## src/rtl/hcbc_pkg.sv

```systemverilog
`timescale 1ns / 1ps
package hcbc_pkg;

  localparam int AREA_W       = 23;
  localparam int COORD_W      = 11;
  localparam int DEF_MAX_WIDTH  = 2048;
  localparam int DEF_MAX_HEIGHT = 2048;
  localparam int CFG_AW       = 5;

  localparam logic [AREA_W-1:0] AREA_MAX = 23'h7FFFFF;

  // register indexes (word address)
  localparam logic [2:0] REG_MARKER_LOW  = 3'd0;
  localparam logic [2:0] REG_MARKER_HIGH = 3'd1;
  localparam logic [2:0] REG_OBJECT_LOW  = 3'd2;
  localparam logic [2:0] REG_OBJECT_HIGH = 3'd3;
  localparam logic [2:0] REG_OBJECT_AREA = 3'd4;

  localparam logic [23:0] RST_MARKER_LOW  = 24'h00C900;
  localparam logic [23:0] RST_MARKER_HIGH = 24'hB3FFFF;
  localparam logic [23:0] RST_OBJECT_LOW  = 24'h233C28;
  localparam logic [23:0] RST_OBJECT_HIGH = 24'h55FFFF;
  localparam logic [AREA_W-1:0] RST_OBJECT_AREA = 23'd10;

  // fixed-point numerators of the rounded reciprocals
  localparam logic [21:0] SAT_NUM = 22'd2088960;
  localparam logic [17:0] HUE_NUM = 18'd245760;

  typedef struct packed {
    logic [7:0] blue;
    logic [7:0] green;
    logic [7:0] red;
    logic       end_of_line;
    logic       end_of_frame;
  } in_item_t;

  typedef struct packed {
    logic [COORD_W-1:0] marker_x;
    logic [COORD_W-1:0] marker_y;
    logic               marker_found;
    logic [AREA_W-1:0]  marker_area;
    logic [COORD_W-1:0] object_x;
    logic [COORD_W-1:0] object_y;
    logic               object_found;
    logic [AREA_W-1:0]  object_area;
    logic               object_seen;
  } out_item_t;

  typedef enum logic [4:0] {
    ST_IDLE, ST_PREP, ST_SDIV_GO, ST_SDIV, ST_HDIV_GO, ST_HDIV, ST_SAT, ST_HUE,
    ST_ACC, ST_MX_GO, ST_MX, ST_MY_GO, ST_MY, ST_OX_GO, ST_OX, ST_OY_GO, ST_OY,
    ST_PUB
  } state_t;

  typedef enum logic [2:0] {
    DSEL_SD, DSEL_HD, DSEL_MX, DSEL_MY, DSEL_OX, DSEL_OY
  } div_sel_t;

  typedef struct packed {
    logic     load_pix;
    logic     prep;
    logic     div_start;
    logic     div_cap;
    div_sel_t div_sel;
    logic     sat;
    logic     hue;
    logic     acc;
    logic     publish;
  } cmd_t;

  typedef struct packed {
    logic div_done;
    logic frame_end;
    logic out_free;
  } status_t;

endpackage

```

## src/rtl/hsv_color_blob_centroid_unit.sv

```systemverilog
`timescale 1ns / 1ps
// HSV colour-window blob centroid for a marker and an object target.
// Input channel in_*: one BGR pixel per request in raster order, with
// end_of_line and end_of_frame marks. Result channel out_*: one request per
// frame, issued after the pixel marked end_of_frame, with floored centroids,
// areas, found flags and the sticky object-seen flag.
// Configuration: APB-style cfg_* port, windows at 0x0..0xC, minimum object
// area at 0x10; write only while the block is idle.
// Pixels: the one-bit-per-cycle divider (DW bits wide, DW being 23 plus
// the coordinate width) is used twice per pixel for the saturation and hue
// reciprocals; the next pixel is taken only once the last one is through.
// Frame end adds four more divisions for the centroids before the result
// is loaded into the output register.
// Reset clears position, accumulators, the seen flag and the window
// registers to their defaults. A stalled result stays in the output
// register; the block keeps taking pixels meanwhile and only waits if the
// next frame result is ready before the old one has been taken.
module hsv_color_blob_centroid_unit #(
  parameter int MAX_WIDTH  = hcbc_pkg::DEF_MAX_WIDTH,
  parameter int MAX_HEIGHT = hcbc_pkg::DEF_MAX_HEIGHT
) (
  input  logic                        clk,
  input  logic                        rst_n,
  input  logic                        in_valid,
  output logic                        in_stall,
  input  hcbc_pkg::in_item_t          in_data,
  output logic                        out_valid,
  input  logic                        out_stall,
  output hcbc_pkg::out_item_t         out_data,
  input  logic                        cfg_psel,
  input  logic                        cfg_penable,
  input  logic                        cfg_pwrite,
  input  logic [hcbc_pkg::CFG_AW-1:0] cfg_paddr,
  input  logic [31:0]                 cfg_pwdata,
  output logic [31:0]                 cfg_prdata,
  output logic                        cfg_pready
);
  import hcbc_pkg::*;

  cmd_t    cmd;
  status_t sts;

  assign cfg_pready = 1'b1;

  hcbc_ctrl u_ctrl (
    .clk      (clk),
    .rst_n    (rst_n),
    .in_valid (in_valid),
    .in_stall (in_stall),
    .sts      (sts),
    .cmd      (cmd)
  );

  hcbc_datapath #(.MAX_WIDTH(MAX_WIDTH), .MAX_HEIGHT(MAX_HEIGHT)) u_dp (
    .clk         (clk),
    .rst_n       (rst_n),
    .in_data     (in_data),
    .out_valid   (out_valid),
    .out_stall   (out_stall),
    .out_data    (out_data),
    .cfg_psel    (cfg_psel),
    .cfg_penable (cfg_penable),
    .cfg_pwrite  (cfg_pwrite),
    .cfg_paddr   (cfg_paddr),
    .cfg_pwdata  (cfg_pwdata),
    .cfg_prdata  (cfg_prdata),
    .cmd         (cmd),
    .sts         (sts)
  );
endmodule

```

## src/rtl/hcbc_div.sv

```systemverilog
`timescale 1ns / 1ps
module hcbc_div #(
  parameter int W   = 34,
  parameter int DVW = 23
) (
  input  logic           clk,
  input  logic           rst_n,
  input  logic           start,
  input  logic [W-1:0]   dividend,
  input  logic [DVW-1:0] divisor,
  output logic [W-1:0]   quotient,
  output logic           done
);
  localparam int CNT_W = $clog2(W + 1);

  logic [W-1:0]     quo_r, quo_nxt;
  logic [DVW-1:0]   rem_r, rem_nxt;
  logic [CNT_W-1:0] cnt_r, cnt_nxt;
  logic             busy_r, busy_nxt;
  logic             done_r, done_nxt;
  logic [DVW:0]     trial;

  // one restoring step per cycle, MSB first
  always_comb begin
    quo_nxt  = quo_r;
    rem_nxt  = rem_r;
    cnt_nxt  = cnt_r;
    busy_nxt = busy_r;
    done_nxt = done_r;
    trial    = {rem_r, quo_r[W-1]};
    if (start) begin
      quo_nxt  = dividend;
      rem_nxt  = '0;
      cnt_nxt  = CNT_W'(W);
      busy_nxt = 1'b1;
      done_nxt = 1'b0;
    end else if (busy_r) begin
      if (trial >= {1'b0, divisor}) begin
        rem_nxt = DVW'(trial - {1'b0, divisor});
        quo_nxt = {quo_r[W-2:0], 1'b1};
      end else begin
        rem_nxt = trial[DVW-1:0];
        quo_nxt = {quo_r[W-2:0], 1'b0};
      end
      cnt_nxt = cnt_r - CNT_W'(1);
      if (cnt_r == CNT_W'(1)) begin
        busy_nxt = 1'b0;
        done_nxt = 1'b1;
      end
    end
  end

  always_ff @(posedge clk) begin
    quo_r <= quo_nxt;
    rem_r <= rem_nxt;
    cnt_r <= cnt_nxt;
    if (!rst_n) begin
      busy_r <= 1'b0;
      done_r <= 1'b0;
    end else begin
      busy_r <= busy_nxt;
      done_r <= done_nxt;
    end
  end

  assign quotient = quo_r;
  assign done     = done_r;
endmodule

```

## src/rtl/hcbc_ctrl.sv

```systemverilog
`timescale 1ns / 1ps
module hcbc_ctrl (
  input  logic             clk,
  input  logic             rst_n,
  input  logic             in_valid,
  output logic             in_stall,
  input  hcbc_pkg::status_t sts,
  output hcbc_pkg::cmd_t    cmd
);
  import hcbc_pkg::*;

  state_t state_r, state_nxt;

  // next state
  always_comb begin
    state_nxt = state_r;
    case (state_r)
      ST_IDLE:    if (in_valid) state_nxt = ST_PREP;
      ST_PREP:    state_nxt = ST_SDIV_GO;
      ST_SDIV_GO: state_nxt = ST_SDIV;
      ST_SDIV:    if (sts.div_done) state_nxt = ST_HDIV_GO;
      ST_HDIV_GO: state_nxt = ST_HDIV;
      ST_HDIV:    if (sts.div_done) state_nxt = ST_SAT;
      ST_SAT:     state_nxt = ST_HUE;
      ST_HUE:     state_nxt = ST_ACC;
      ST_ACC:     state_nxt = sts.frame_end ? ST_MX_GO : ST_IDLE;
      ST_MX_GO:   state_nxt = ST_MX;
      ST_MX:      if (sts.div_done) state_nxt = ST_MY_GO;
      ST_MY_GO:   state_nxt = ST_MY;
      ST_MY:      if (sts.div_done) state_nxt = ST_OX_GO;
      ST_OX_GO:   state_nxt = ST_OX;
      ST_OX:      if (sts.div_done) state_nxt = ST_OY_GO;
      ST_OY_GO:   state_nxt = ST_OY;
      ST_OY:      if (sts.div_done) state_nxt = ST_PUB;
      ST_PUB:     if (sts.out_free) state_nxt = ST_IDLE;
      default:    state_nxt = ST_IDLE;
    endcase
  end

  // command outputs
  always_comb begin
    cmd      = '0;
    in_stall = 1'b1;
    case (state_r)
      ST_IDLE: begin
        in_stall     = 1'b0;
        cmd.load_pix = in_valid;
      end
      ST_PREP:    cmd.prep = 1'b1;
      ST_SDIV_GO: begin
        cmd.div_start = 1'b1;
        cmd.div_sel   = DSEL_SD;
      end
      ST_SDIV: begin
        cmd.div_cap = sts.div_done;
        cmd.div_sel = DSEL_SD;
      end
      ST_HDIV_GO: begin
        cmd.div_start = 1'b1;
        cmd.div_sel   = DSEL_HD;
      end
      ST_HDIV: begin
        cmd.div_cap = sts.div_done;
        cmd.div_sel = DSEL_HD;
      end
      ST_SAT:     cmd.sat = 1'b1;
      ST_HUE:     cmd.hue = 1'b1;
      ST_ACC:     cmd.acc = 1'b1;
      ST_MX_GO: begin
        cmd.div_start = 1'b1;
        cmd.div_sel   = DSEL_MX;
      end
      ST_MX: begin
        cmd.div_cap = sts.div_done;
        cmd.div_sel = DSEL_MX;
      end
      ST_MY_GO: begin
        cmd.div_start = 1'b1;
        cmd.div_sel   = DSEL_MY;
      end
      ST_MY: begin
        cmd.div_cap = sts.div_done;
        cmd.div_sel = DSEL_MY;
      end
      ST_OX_GO: begin
        cmd.div_start = 1'b1;
        cmd.div_sel   = DSEL_OX;
      end
      ST_OX: begin
        cmd.div_cap = sts.div_done;
        cmd.div_sel = DSEL_OX;
      end
      ST_OY_GO: begin
        cmd.div_start = 1'b1;
        cmd.div_sel   = DSEL_OY;
      end
      ST_OY: begin
        cmd.div_cap = sts.div_done;
        cmd.div_sel = DSEL_OY;
      end
      ST_PUB:     cmd.publish = sts.out_free;
      default:    cmd = '0;
    endcase
  end

  always_ff @(posedge clk) begin
    if (!rst_n) state_r <= ST_IDLE;
    else        state_r <= state_nxt;
  end
endmodule

```

## src/rtl/hcbc_datapath.sv

```systemverilog
`timescale 1ns / 1ps
module hcbc_datapath #(
  parameter int MAX_WIDTH  = hcbc_pkg::DEF_MAX_WIDTH,
  parameter int MAX_HEIGHT = hcbc_pkg::DEF_MAX_HEIGHT
) (
  input  logic                        clk,
  input  logic                        rst_n,
  input  hcbc_pkg::in_item_t          in_data,
  output logic                        out_valid,
  input  logic                        out_stall,
  output hcbc_pkg::out_item_t         out_data,
  input  logic                        cfg_psel,
  input  logic                        cfg_penable,
  input  logic                        cfg_pwrite,
  input  logic [hcbc_pkg::CFG_AW-1:0] cfg_paddr,
  input  logic [31:0]                 cfg_pwdata,
  output logic [31:0]                 cfg_prdata,
  input  hcbc_pkg::cmd_t              cmd,
  output hcbc_pkg::status_t           sts
);
  import hcbc_pkg::*;

  localparam int CW  = $clog2(MAX_WIDTH);
  localparam int RW  = $clog2(MAX_HEIGHT);
  localparam int PW  = (CW > RW) ? CW : RW;
  localparam int DW  = AREA_W + PW;
  localparam int CSW = AREA_W + CW;
  localparam int RSW = AREA_W + RW;

  // configuration registers
  logic [23:0]       mlo_r, mhi_r, olo_r, ohi_r;
  logic [AREA_W-1:0] omin_r;
  logic [2:0]        cfg_idx;
  logic              cfg_wr;

  assign cfg_idx = cfg_paddr[4:2];
  assign cfg_wr  = cfg_psel && cfg_penable && cfg_pwrite;

  always_ff @(posedge clk) begin
    if (!rst_n) begin
      mlo_r  <= RST_MARKER_LOW;
      mhi_r  <= RST_MARKER_HIGH;
      olo_r  <= RST_OBJECT_LOW;
      ohi_r  <= RST_OBJECT_HIGH;
      omin_r <= RST_OBJECT_AREA;
    end else if (cfg_wr) begin
      case (cfg_idx)
        REG_MARKER_LOW:  mlo_r  <= cfg_pwdata[23:0];
        REG_MARKER_HIGH: mhi_r  <= cfg_pwdata[23:0];
        REG_OBJECT_LOW:  olo_r  <= cfg_pwdata[23:0];
        REG_OBJECT_HIGH: ohi_r  <= cfg_pwdata[23:0];
        REG_OBJECT_AREA: omin_r <= cfg_pwdata[AREA_W-1:0];
        default: ;
      endcase
    end
  end

  always_comb begin
    case (cfg_idx)
      REG_MARKER_LOW:  cfg_prdata = {8'd0, mlo_r};
      REG_MARKER_HIGH: cfg_prdata = {8'd0, mhi_r};
      REG_OBJECT_LOW:  cfg_prdata = {8'd0, olo_r};
      REG_OBJECT_HIGH: cfg_prdata = {8'd0, ohi_r};
      REG_OBJECT_AREA: cfg_prdata = 32'(omin_r);
      default:         cfg_prdata = '0;
    endcase
  end

  // pixel request latch
  in_item_t pix_r;
  always_ff @(posedge clk) begin
    if (cmd.load_pix) pix_r <= in_data;
  end

  // max/min, hue difference and gray test
  logic [7:0]         mx, mn;
  logic [7:0]         mx_r, delta_r;
  logic signed [11:0] diff, diff_r;
  logic [24:0]        gsum;
  logic               lit_r;

  always_comb begin
    mx = pix_r.red;
    mn = pix_r.red;
    if (pix_r.green > mx) mx = pix_r.green;
    if (pix_r.blue > mx)  mx = pix_r.blue;
    if (pix_r.green < mn) mn = pix_r.green;
    if (pix_r.blue < mn)  mn = pix_r.blue;
    if (mx == pix_r.red)
      diff = $signed({4'd0, pix_r.green}) - $signed({4'd0, pix_r.blue});
    else if (mx == pix_r.green)
      diff = $signed({4'd0, pix_r.blue}) - $signed({4'd0, pix_r.red})
           + $signed({3'd0, 8'(mx - mn), 1'b0});
    else
      diff = $signed({4'd0, pix_r.red}) - $signed({4'd0, pix_r.green})
           + $signed({2'd0, 8'(mx - mn), 2'b0});
    gsum = 25'(pix_r.red) * 25'd4899 + 25'(pix_r.green) * 25'd9617
         + 25'(pix_r.blue) * 25'd1868 + 25'd8192;
  end

  always_ff @(posedge clk) begin
    if (cmd.prep) begin
      mx_r    <= mx;
      delta_r <= 8'(mx - mn);
      diff_r  <= diff;
      lit_r   <= (gsum[24:14] != 11'd0);
    end
  end

  // shared divider
  logic [DW-1:0]     div_num, quo;
  logic [AREA_W-1:0] div_den;
  logic              div_done;

  logic [CSW-1:0]    mcs_r, ocs_r;
  logic [RSW-1:0]    mrs_r, ors_r;
  logic [AREA_W-1:0] mtot_r, otot_r;

  always_comb begin
    case (cmd.div_sel)
      DSEL_SD: begin
        div_num = DW'(SAT_NUM + 22'(mx_r));
        div_den = AREA_W'({mx_r, 1'b0});
      end
      DSEL_HD: begin
        div_num = DW'(HUE_NUM + 18'(delta_r));
        div_den = AREA_W'({delta_r, 1'b0});
      end
      DSEL_MX: begin
        div_num = DW'(mcs_r);
        div_den = mtot_r;
      end
      DSEL_MY: begin
        div_num = DW'(mrs_r);
        div_den = mtot_r;
      end
      DSEL_OX: begin
        div_num = DW'(ocs_r);
        div_den = otot_r;
      end
      DSEL_OY: begin
        div_num = DW'(ors_r);
        div_den = otot_r;
      end
      default: begin
        div_num = '0;
        div_den = '0;
      end
    endcase
  end

  hcbc_div #(.W(DW), .DVW(AREA_W)) u_div (
    .clk      (clk),
    .rst_n    (rst_n),
    .start    (cmd.div_start),
    .dividend (div_num),
    .divisor  (div_den),
    .quotient (quo),
    .done     (div_done)
  );

  logic [20:0]        sd_r;
  logic [16:0]        hd_r;
  logic [COORD_W-1:0] qmx_r, qmy_r, qox_r, qoy_r;

  always_ff @(posedge clk) begin
    if (cmd.div_cap) begin
      case (cmd.div_sel)
        DSEL_SD: sd_r  <= quo[20:0];
        DSEL_HD: hd_r  <= quo[16:0];
        DSEL_MX: qmx_r <= quo[COORD_W-1:0];
        DSEL_MY: qmy_r <= quo[COORD_W-1:0];
        DSEL_OX: qox_r <= quo[COORD_W-1:0];
        DSEL_OY: qoy_r <= quo[COORD_W-1:0];
        default: ;
      endcase
    end
  end

  // saturation and hue
  logic [28:0]        sprod;
  logic signed [31:0] hval, hh;
  logic [7:0]         s_r, h_r;

  always_comb begin
    sprod = 29'(delta_r) * 29'(sd_r) + 29'd2048;
    hval  = 32'(diff_r) * $signed({15'd0, hd_r}) + 32'sd264192;
    hh    = (hval >>> 12) - 32'sd64;
    if (hh < 0) hh = hh + 32'sd180;
  end

  always_ff @(posedge clk) begin
    if (cmd.sat) s_r <= (mx_r == 8'd0) ? 8'd0 : sprod[19:12];
    if (cmd.hue) h_r <= (delta_r == 8'd0) ? 8'd0 : hh[7:0];
  end

  // window tests
  function automatic logic in_win(input logic [23:0] lo, input logic [23:0] hi,
                                  input logic [7:0] h, input logic [7:0] s,
                                  input logic [7:0] v);
    in_win = (h >= lo[23:16]) && (h <= hi[23:16]) && (s >= lo[15:8]) &&
             (s <= hi[15:8]) && (v >= lo[7:0]) && (v <= hi[7:0]);
  endfunction

  logic m_hit, o_hit;
  assign m_hit = lit_r && in_win(mlo_r, mhi_r, h_r, s_r, mx_r) && (mtot_r != AREA_MAX);
  assign o_hit = lit_r && in_win(olo_r, ohi_r, h_r, s_r, mx_r) && (otot_r != AREA_MAX);

  // position and accumulators
  logic [CW-1:0] col_r;
  logic [RW-1:0] row_r;
  logic          seen_r;
  logic          m_found, o_found;

  assign m_found = (mtot_r != '0);
  assign o_found = (otot_r != '0) && (otot_r >= omin_r);

  always_ff @(posedge clk) begin
    if (!rst_n) begin
      col_r  <= '0;
      row_r  <= '0;
      mtot_r <= '0;
      otot_r <= '0;
      mcs_r  <= '0;
      mrs_r  <= '0;
      ocs_r  <= '0;
      ors_r  <= '0;
      seen_r <= 1'b0;
    end else if (cmd.acc) begin
      if (m_hit) begin
        mtot_r <= mtot_r + AREA_W'(1);
        mcs_r  <= mcs_r + CSW'(col_r);
        mrs_r  <= mrs_r + RSW'(row_r);
      end
      if (o_hit) begin
        otot_r <= otot_r + AREA_W'(1);
        ocs_r  <= ocs_r + CSW'(col_r);
        ors_r  <= ors_r + RSW'(row_r);
      end
      if (pix_r.end_of_frame) begin
        col_r <= '0;
        row_r <= '0;
      end else if (pix_r.end_of_line) begin
        col_r <= '0;
        if (row_r < RW'(MAX_HEIGHT - 1)) row_r <= row_r + RW'(1);
      end else if (col_r < CW'(MAX_WIDTH - 1)) begin
        col_r <= col_r + CW'(1);
      end
    end else if (cmd.publish) begin
      mtot_r <= '0;
      otot_r <= '0;
      mcs_r  <= '0;
      mrs_r  <= '0;
      ocs_r  <= '0;
      ors_r  <= '0;
      if (o_found) seen_r <= 1'b1;
    end
  end

  // result register
  out_item_t out_r;
  logic      out_valid_r;

  always_ff @(posedge clk) begin
    if (cmd.publish) begin
      out_r.marker_x     <= m_found ? qmx_r : '0;
      out_r.marker_y     <= m_found ? qmy_r : '0;
      out_r.marker_found <= m_found;
      out_r.marker_area  <= mtot_r;
      out_r.object_x     <= o_found ? qox_r : '0;
      out_r.object_y     <= o_found ? qoy_r : '0;
      out_r.object_found <= o_found;
      out_r.object_area  <= otot_r;
      out_r.object_seen  <= seen_r || o_found;
    end
  end

  always_ff @(posedge clk) begin
    if (!rst_n)           out_valid_r <= 1'b0;
    else if (cmd.publish) out_valid_r <= 1'b1;
    else if (!out_stall)  out_valid_r <= 1'b0;
  end

  assign out_valid     = out_valid_r;
  assign out_data      = out_r;
  assign sts.div_done  = div_done;
  assign sts.frame_end = pix_r.end_of_frame;
  assign sts.out_free  = !out_valid_r || !out_stall;
endmodule

```

## config.mk

```make
export PLATFORM = sky130hd
export DESIGN_NAME = hsv_color_blob_centroid_unit
export DESIGN_NICKNAME = d
export VERILOG_FILES = /design/src/rtl/hcbc_pkg.sv /design/src/rtl/hsv_color_blob_centroid_unit.sv /design/src/rtl/hcbc_div.sv /design/src/rtl/hcbc_ctrl.sv /design/src/rtl/hcbc_datapath.sv
export SDC_FILE = /design/constraint.sdc
export NUM_CORES = 2
export LEC_CHECK = 0
export ABC_CLOCK_PERIOD_IN_PS = 21200
export BUFFER_PORTS_ARGS = -buffer_cell sky130_fd_sc_hd__buf_2
export CAP_MARGIN = 10
export CORE_MARGIN = 2
export CORE_UTILIZATION = 43
export DETAILED_ROUTE_END_ITERATION = 16
export PLACE_DENSITY = 0.57
export SKIP_CTS_REPAIR_TIMING = 1
export SLEW_MARGIN = 20
export SYNTH_ARGS = -nofsm -noshare
export SYNTH_HDL_FRONTEND = slang
export SYNTH_HIERARCHICAL = 1
export SYNTH_SLANG_ARGS = --single-unit
```

## constraint.sdc

```tcl
create_clock -name clk -period 21.2 [get_ports clk]
set_input_delay 1.06 -clock clk [delete_from_list [all_inputs] [get_ports clk]]
set_output_delay 1.06 -clock clk [all_outputs]
set_load 0.05 [all_outputs]
```

---- Word-level counts from Yosys, hierarchy flattened ----
Cells that the tools add are included.
storage, ports and cells
  register bits ........................... 641
  bits of input ports ..................... 70
  output and inout bits ................... 128
  logic and storage cells ................. 263
cells by class
  add/sub/neg operators ................... 25
  multipliers ............................. 5
  magnitude comparators ................... 21
  equal/unequal tests ..................... 42
  multiplexer cells ....................... 59
  bitwise operators ....................... 2
  reductions and logical operators ........ 62
operator list
  cell                    count
  $mux 34                 11
  $pmux 34 s6             1
  $mux 23                 6
  $add 34x11->34          4
  $pmux 24 s5             1
  $pmux 23 s4             1
  $pmux 5 s18             1
  $mux 11                 6
  $ge 8x8->1              6
  $le 8x8->1              6
  $add 23x1->23 const B   2
  $ne 23x23->1 const B    2
  $reduce_bool 23->1      2
  $eq 5x4->1 const B      8
  $mux 5                  8
  $mux 8                  5
  $add 30x20->31 const B  1
  $mul 12x18->30          1
  $reduce_and 2->1        15
  $sub 8x8->9             3
  $add 25x14->25 const B  1
  $add 25x19->25          1
  $ge 24x23->1            1
  $mux 12                 2
  49 further kinds        121

---- Depth between registers and ports, before layout ----
  word-level depth ........................ 10
  gate-level depth with buffers ........... 38
  mapped depth without buffers ............ 36

---- Modules after synthesis ----
The synthesis kept the hierarchy.
modules (own cells, without submodules)
  module                        times used  cells each  area each (um^2)  seq. area each (um^2)
  hcbc_datapath                 1           4960        46467.1           13863.3
  hcbc_div                      1           406         4068.9            1641.6
  hcbc_ctrl                     1           79          566.8             100.1
  hsv_color_blob_centroid_unit  1           2           11.3              0.0

---- Worst setup path after synthesis ----
No wires, ideal clock.
  kind .................................... register -> register
  start ................................... register u_dp/pix_r[11] in the netlist's numbering
  end ..................................... register u_dp.diff_r[10], data pin
  setup time .............................. 254 ps
  data arrival time ....................... 6626 ps
  data required time ...................... 20946 ps
  path slack .............................. 14319 ps
  cell stages (with the launch flop) ...... 36
  buffers on the path ..................... 2
  clock period less this slack ............ 6881 ps
  path through ............................ edfxtp_1 > inv_1 > ha_1 > nor2b_1 > o21ai_2 > a21boi_1 > o21ai_2 > a21boi_2 > o41ai_4 > buf_2 > mux2i_1 > ha_1 > nor2b_1 > o21a_1 > o21a_1 > nor2_1 > o21ai_1 > o21ai_1 > clkbuf_1 > nand2_1 > a21boi_0 > inv_1 > fa_1 > inv_1 > ha_1 > a21o_1 > a21oi_1 > nor2b_1 > o21a_1 > o21a_1 > o21ai_0 > nand2b_1 > a21oi_1 > xor2_1 > o21bai_2 > o21a_1
on the way
  cells in the longest elaborated chain, start to end .. 8
  elaborated cells on any way between the ends .. 17
  classes of those cells .................. 5 x add/sub; 4 x order compare; 2 x eq/ne; 6 x mux
RTL lines
  element                                                  line                                      source
  from (decl)                                              hcbc_datapath.sv:70                       in_item_t pix_r;
  from (signal assigned)                                   hcbc_datapath.sv:72                       if (cmd.load_pix) pix_r <= in_data;
  $gt 8x8->1                                               hcbc_datapath.sv:85                       if (pix_r.green > mx) mx = pix_r.green;
  $mux 8 (*)                                               hcbc_datapath.sv:85
  $gt 8x8->1                                               hcbc_datapath.sv:86                       if (pix_r.blue > mx) mx = pix_r.blue;
  $mux 8 (*)                                               hcbc_datapath.sv:86
  via u_dp.mx[1]                                           hcbc_datapath.sv:76                       logic [7:0] mx, mn;
  $sub 8x8->8                                              hcbc_datapath.sv:93, hcbc_datapath.sv:96
  $add 12x11->12 / $add 12x10->12 (equally long branches)  hcbc_datapath.sv:96, hcbc_datapath.sv:93
  $mux 12                                                  hcbc_datapath.sv:91                       else if (mx == pix_r.green)
  $mux 12 (*)                                              hcbc_datapath.sv:89                       if (mx == pix_r.red)
  via u_dp.diff[10]                                        hcbc_datapath.sv:78                       logic signed [11:0] diff, diff_r;
  to (signal assigned)                                     hcbc_datapath.sv:105                      diff_r <= diff;
  to (decl)                                                hcbc_datapath.sv:78
The timed path passes the listed nets; every way through them passes the cells marked *.
A chain may end at the register's enable or synchronous reset.

---- Final worst setup path ----
  start ................................... register u_dp/pix_r[12] in the netlist's numbering
  end ..................................... register u_dp.diff_r[10], data pin
on the way
  cells in the longest elaborated chain, start to end .. 8
  elaborated cells on any way between the ends .. 17
  classes of those cells .................. 5 x add/sub; 4 x order compare; 2 x eq/ne; 6 x mux
RTL lines
  element                                                  line
  $gt 8x8->1 / $lt 8x8->1 (equally long branches)          hcbc_datapath.sv:85, hcbc_datapath.sv:87
  $mux 8, on equally long branches                         hcbc_datapath.sv:85, hcbc_datapath.sv:87
  $gt 8x8->1 / $lt 8x8->1 (equally long branches)          hcbc_datapath.sv:86, hcbc_datapath.sv:88
  $mux 8, on equally long branches                         hcbc_datapath.sv:86, hcbc_datapath.sv:88
  $sub 8x8->8                                              hcbc_datapath.sv:93, hcbc_datapath.sv:96
  $add 12x11->12 / $add 12x10->12 (equally long branches)  hcbc_datapath.sv:96, hcbc_datapath.sv:93
  $mux 12                                                  hcbc_datapath.sv:91
  $mux 12 (*)                                              hcbc_datapath.sv:89
  via u_dp.diff[10]                                        hcbc_datapath.sv:78
Marks and branches as above.

==> qor.txt <==
LOGIC SYNTHESIS
-------------------------------------------------------------------------------------
Synthesized-area fraction occupied by and/or/nand/nor cells                     15.9%
Combinational family with the most area after synthesis                   adder cells
Leading post-synthesis cells by instance count                           697 x sky130_fd_sc_hd__inv_1, 585 x sky130_fd_sc_hd__nand2_1, 558 x sky130_fd_sc_hd__ha_1, 361 x sky130_fd_sc_hd__dfxtp_1, 329 x sky130_fd_sc_hd__fa_1
Yosys Warn Count                                                                    6
Post-synth design cell area                                                 51100 um2
Commonest register cell after synthesis                                  sky130_fd_sc_hd__dfxtp_1
Sequential-to-total area share from yosys stat                                  30.5%
Flops & latches, synth                                                            640
Portion of synthesized cell area occupied by the leading cell type              16.4%
Most area-consuming cells after synthesis                                sky130_fd_sc_hd__edfxtp_1 16%, sky130_fd_sc_hd__dfxtp_1 14%, sky130_fd_sc_hd__ha_1 14%
Top-count cell post-synth                                                sky130_fd_sc_hd__inv_1
Post-synthesis cell type with the largest combined area                  sky130_fd_sc_hd__edfxtp_1
Distinct cell type count of the synthesized netlist                               112
Cell count after synthesis                                                       5447
Share of flip-flops with an asynchronous set or reset                              0%
Adder-cell area share of the yosys netlist                                      26.5%
Number of flops mapped to enable cells by yosys                                   279
Share of the synthesized netlist area taken by xor and xnor gates               4.25%
Avg Synthesized Cell Area                                                    9.38 um2
Compound-cell area share of the yosys netlist                                   11.7%
Fraction of synthesized area in multiplexers                                    3.96%

CRITICAL PATH
-------------------------------------------------------------------------------------
Data arrival time of the critical path                                        8610 ps
Worst-path maximum fanout                                                          16
Kind of end point of the critical path                                           flop
Setup CP Type                                                              reg -> reg
Kind of cell adding the most delay to the critical path                  compound AO/OA/AOI/OAI gates
Setup crit start kind                                                            flop
Worst Path Buf+Inv                                                                  4
Max incr delay on CP                                                           880 ps
Critical path's slowest cell                                             sky130_fd_sc_hd__o41ai_4
Required time of the worst setup path                                        21600 ps
Cell seen most often among critical-path stages                          sky130_fd_sc_hd__ha_1

FINISH
-------------------------------------------------------------------------------------
Final Util                                                                      47.8%
Share of layout cells above drive strength 1                                    9.01%
Total number of nets in the final design                                         6497
Synth-to-layout area growth                                                     10.3%

STA
-------------------------------------------------------------------------------------
Slew @ Worst Pin                                                              1230 ps
Setup violators final                                                               0
Top achievable clock speed                                                  0.122 GHz
Fin. max-slew vios                                                                  0
Unrepaired setup endpoints after global routing                                 false
Total negative setup slack                                                       0 ps
Clock skew                                                                    44.2 ps
Period utilisation layout                                                       38.7%
Relative slew slack                                                             17.0%
Hold Fails Final Rpt                                                                0
Final min period                                                              8210 ps

GRT
-------------------------------------------------------------------------------------
Met3 capacity usage during global routing                                       3.06%
Number of global-route vias before repair                                       38569
Antenna violations before repair                                                   16
Overall overflow remaining after global route                                       0
Most used routing layer                                                          met2
Met2 usage                                                                      38.0%
Pin count of the biggest net entering global routing                               83
Global-route total usage across every layer                                     24.0%
First-pass GRT wire length                                                  227000 um
Global Route met1 Usage                                                         33.7%

ROUTING
-------------------------------------------------------------------------------------
Drt wl/cell                                                                   20.5 um
Vias after detailed routing                                                     39091
Vias per std cell                                                                5.47
Antenna Violating Nets Remaining                                                    0
Drt initial violations                                                           2851
Overall routed net length                                                   147000 um
Iteration count of the initial detailed-routing pass                                6
Remaining DRCs                                                                      0

CLOCK TREE
-------------------------------------------------------------------------------------
Master cell of the clock root buffer                                     sky130_fd_sc_hd__clkbuf_16
CTS sink count                                                                    640
Later-pin clock latency in the skew report                                     670 ps
TritonCTS Buffers                                                                  76
TritonCTS clock tree                                                              yes
Clock-pin slew of the registers on the worst-case setup and hold paths          50 ps
Buffers from clock root to sink, at most                                            3
Maximum level of the CTS H-tree                                                     3

FLOORPLANNING
-------------------------------------------------------------------------------------
Row count                                                                         126
Number of primary I/O pins                                                        198
Core footprint                                                             118000 um2
Die height                                                                     349 um
Die width                                                                      349 um
Initial Util                                                                    43.3%
Area enclosed by the die boundary                                          122000 um2

WORST HOLD PATH
-------------------------------------------------------------------------------------
Worst min path class                                                       reg -> reg

JOB
-------------------------------------------------------------------------------------
Number of max-cap violations                                                        0

PLACEMENT
-------------------------------------------------------------------------------------
Final GP Congestion                                                             0.897
Sum of net half-perimeters after detailed placement                         109000 um
Count of input and output buffers                                                 178

STATUS
-------------------------------------------------------------------------------------
Outcome                                                                  complete, no violations

## cells in the final DEF, fill, tap and decap left out, drive strengths merged, types with 39 or more instances in the layout
cell type / Yosys / routed
inv: 697 / 697
nand2: 586 / 586
ha: 558 / 558
dfxtp: 361 / 361
fa: 329 / 329
a21oi: 312 / 312
edfxtp: 279 / 279
nor2: 269 / 269
buf: 41 / 244
and2: 192 / 192
xnor2: 157 / 157
nand3: 140 / 140
o21ai: 139 / 139
mux2i: 130 / 130
a21o: 101 / 101
clkbuf: 195 / 98
xor2: 91 / 91
nor2b: 72 / 72
o211ai: 72 / 72
mux2: 60 / 60
nand4: 56 / 56
nand2b: 56 / 56
and3: 54 / 54
nor3: 44 / 44
o21bai: 39 / 39
## path summary, 6_finish.rpt
check / from / endpoint / slack (ps) / cells past startpoint
setup / recovery: u_dp/pix_r[12] / u_dp/diff_r[10] / 12990 / 32
setup reg to reg: u_dp/pix_r[12] / u_dp/diff_r[10] / 12990 / 32
hold / removal: u_dp/olo_r[9] / u_dp/olo_r[9] / 470 / 2
hold reg to reg: u_dp/olo_r[9] / u_dp/olo_r[9] / 470 / 2
## sequential cells by signal, summed over array words and instances, names as in the netlist, 24 cells and up
signal	count
u_dp/ohi_r	24
u_dp/mhi_r	24
u_dp/out_data	93
u_dp/ors_r	34
u_dp/u_div/quotient	34
u_dp/mcs_r	34
u_dp/pix_r	25
u_dp/olo_r	24
u_dp/mlo_r	24
u_dp/mrs_r	34
u_dp/ocs_r	34
## tightest hold or removal path, stage by stage (launching register included)
cell and delay [ps]:
sky130_fd_sc_hd__dfxtp_1 320, sky130_fd_sc_hd__nand2_1 60, sky130_fd_sc_hd__a21oi_1 50
## kinds of logic (layout without fill, tap and decap cells)
| family | count (synthesis) | after routing |
|---|---|---|
| AND/OR/NAND/NOR | 1641 | 1641 |
| multiplexers | 192 | 192 |
| adder cells (fa/ha/maj) | 887 | 887 |
| XOR/XNOR | 248 | 248 |
| AO/OA/AOI/OAI | 904 | 904 |
| flip-flops | 640 | 640 |
| buffers and inverters | 933 | 1081 |
| other | 2 | 12 |
## metrics by stage
stage               instances  hold slack (ps)  setup WS [ps]  area [um2]
finish                   7141              470          12990       56400
global route             7139              494          12430       56400
CTS                      7138              471          13020       56300
detailed placement       6998              463          13050       53600
global placement         6998              443          13170       53600
floorplan                5454              422          14320       51100
## routing by layer
layer | vias up | routed length [um]
met5 | - | 26
met2 | 1103 | 65900
met4 | 4 | 4710
met1 | 19085 | 67300
met3 | 208 | 8690
li1 | 18691 | -
## area by class of cell
type | count | area, um2
Fill cell | 11223 | 61600
Multi-Input combinational cell | 3881 | 32100
Sequential cell | 640 | 15600
Inverter | 697 | 2620
Clock buffer | 98 | 2110
Tap cell | 1536 | 1920
Timing Repair Buffer | 244 | 1390
Clock inverter | 42 | 612
Antenna cell | 3 | 7.51
Power is not shown: default switching activity piles up to over one toggle a cycle in this logic, so the estimate is an artifact.
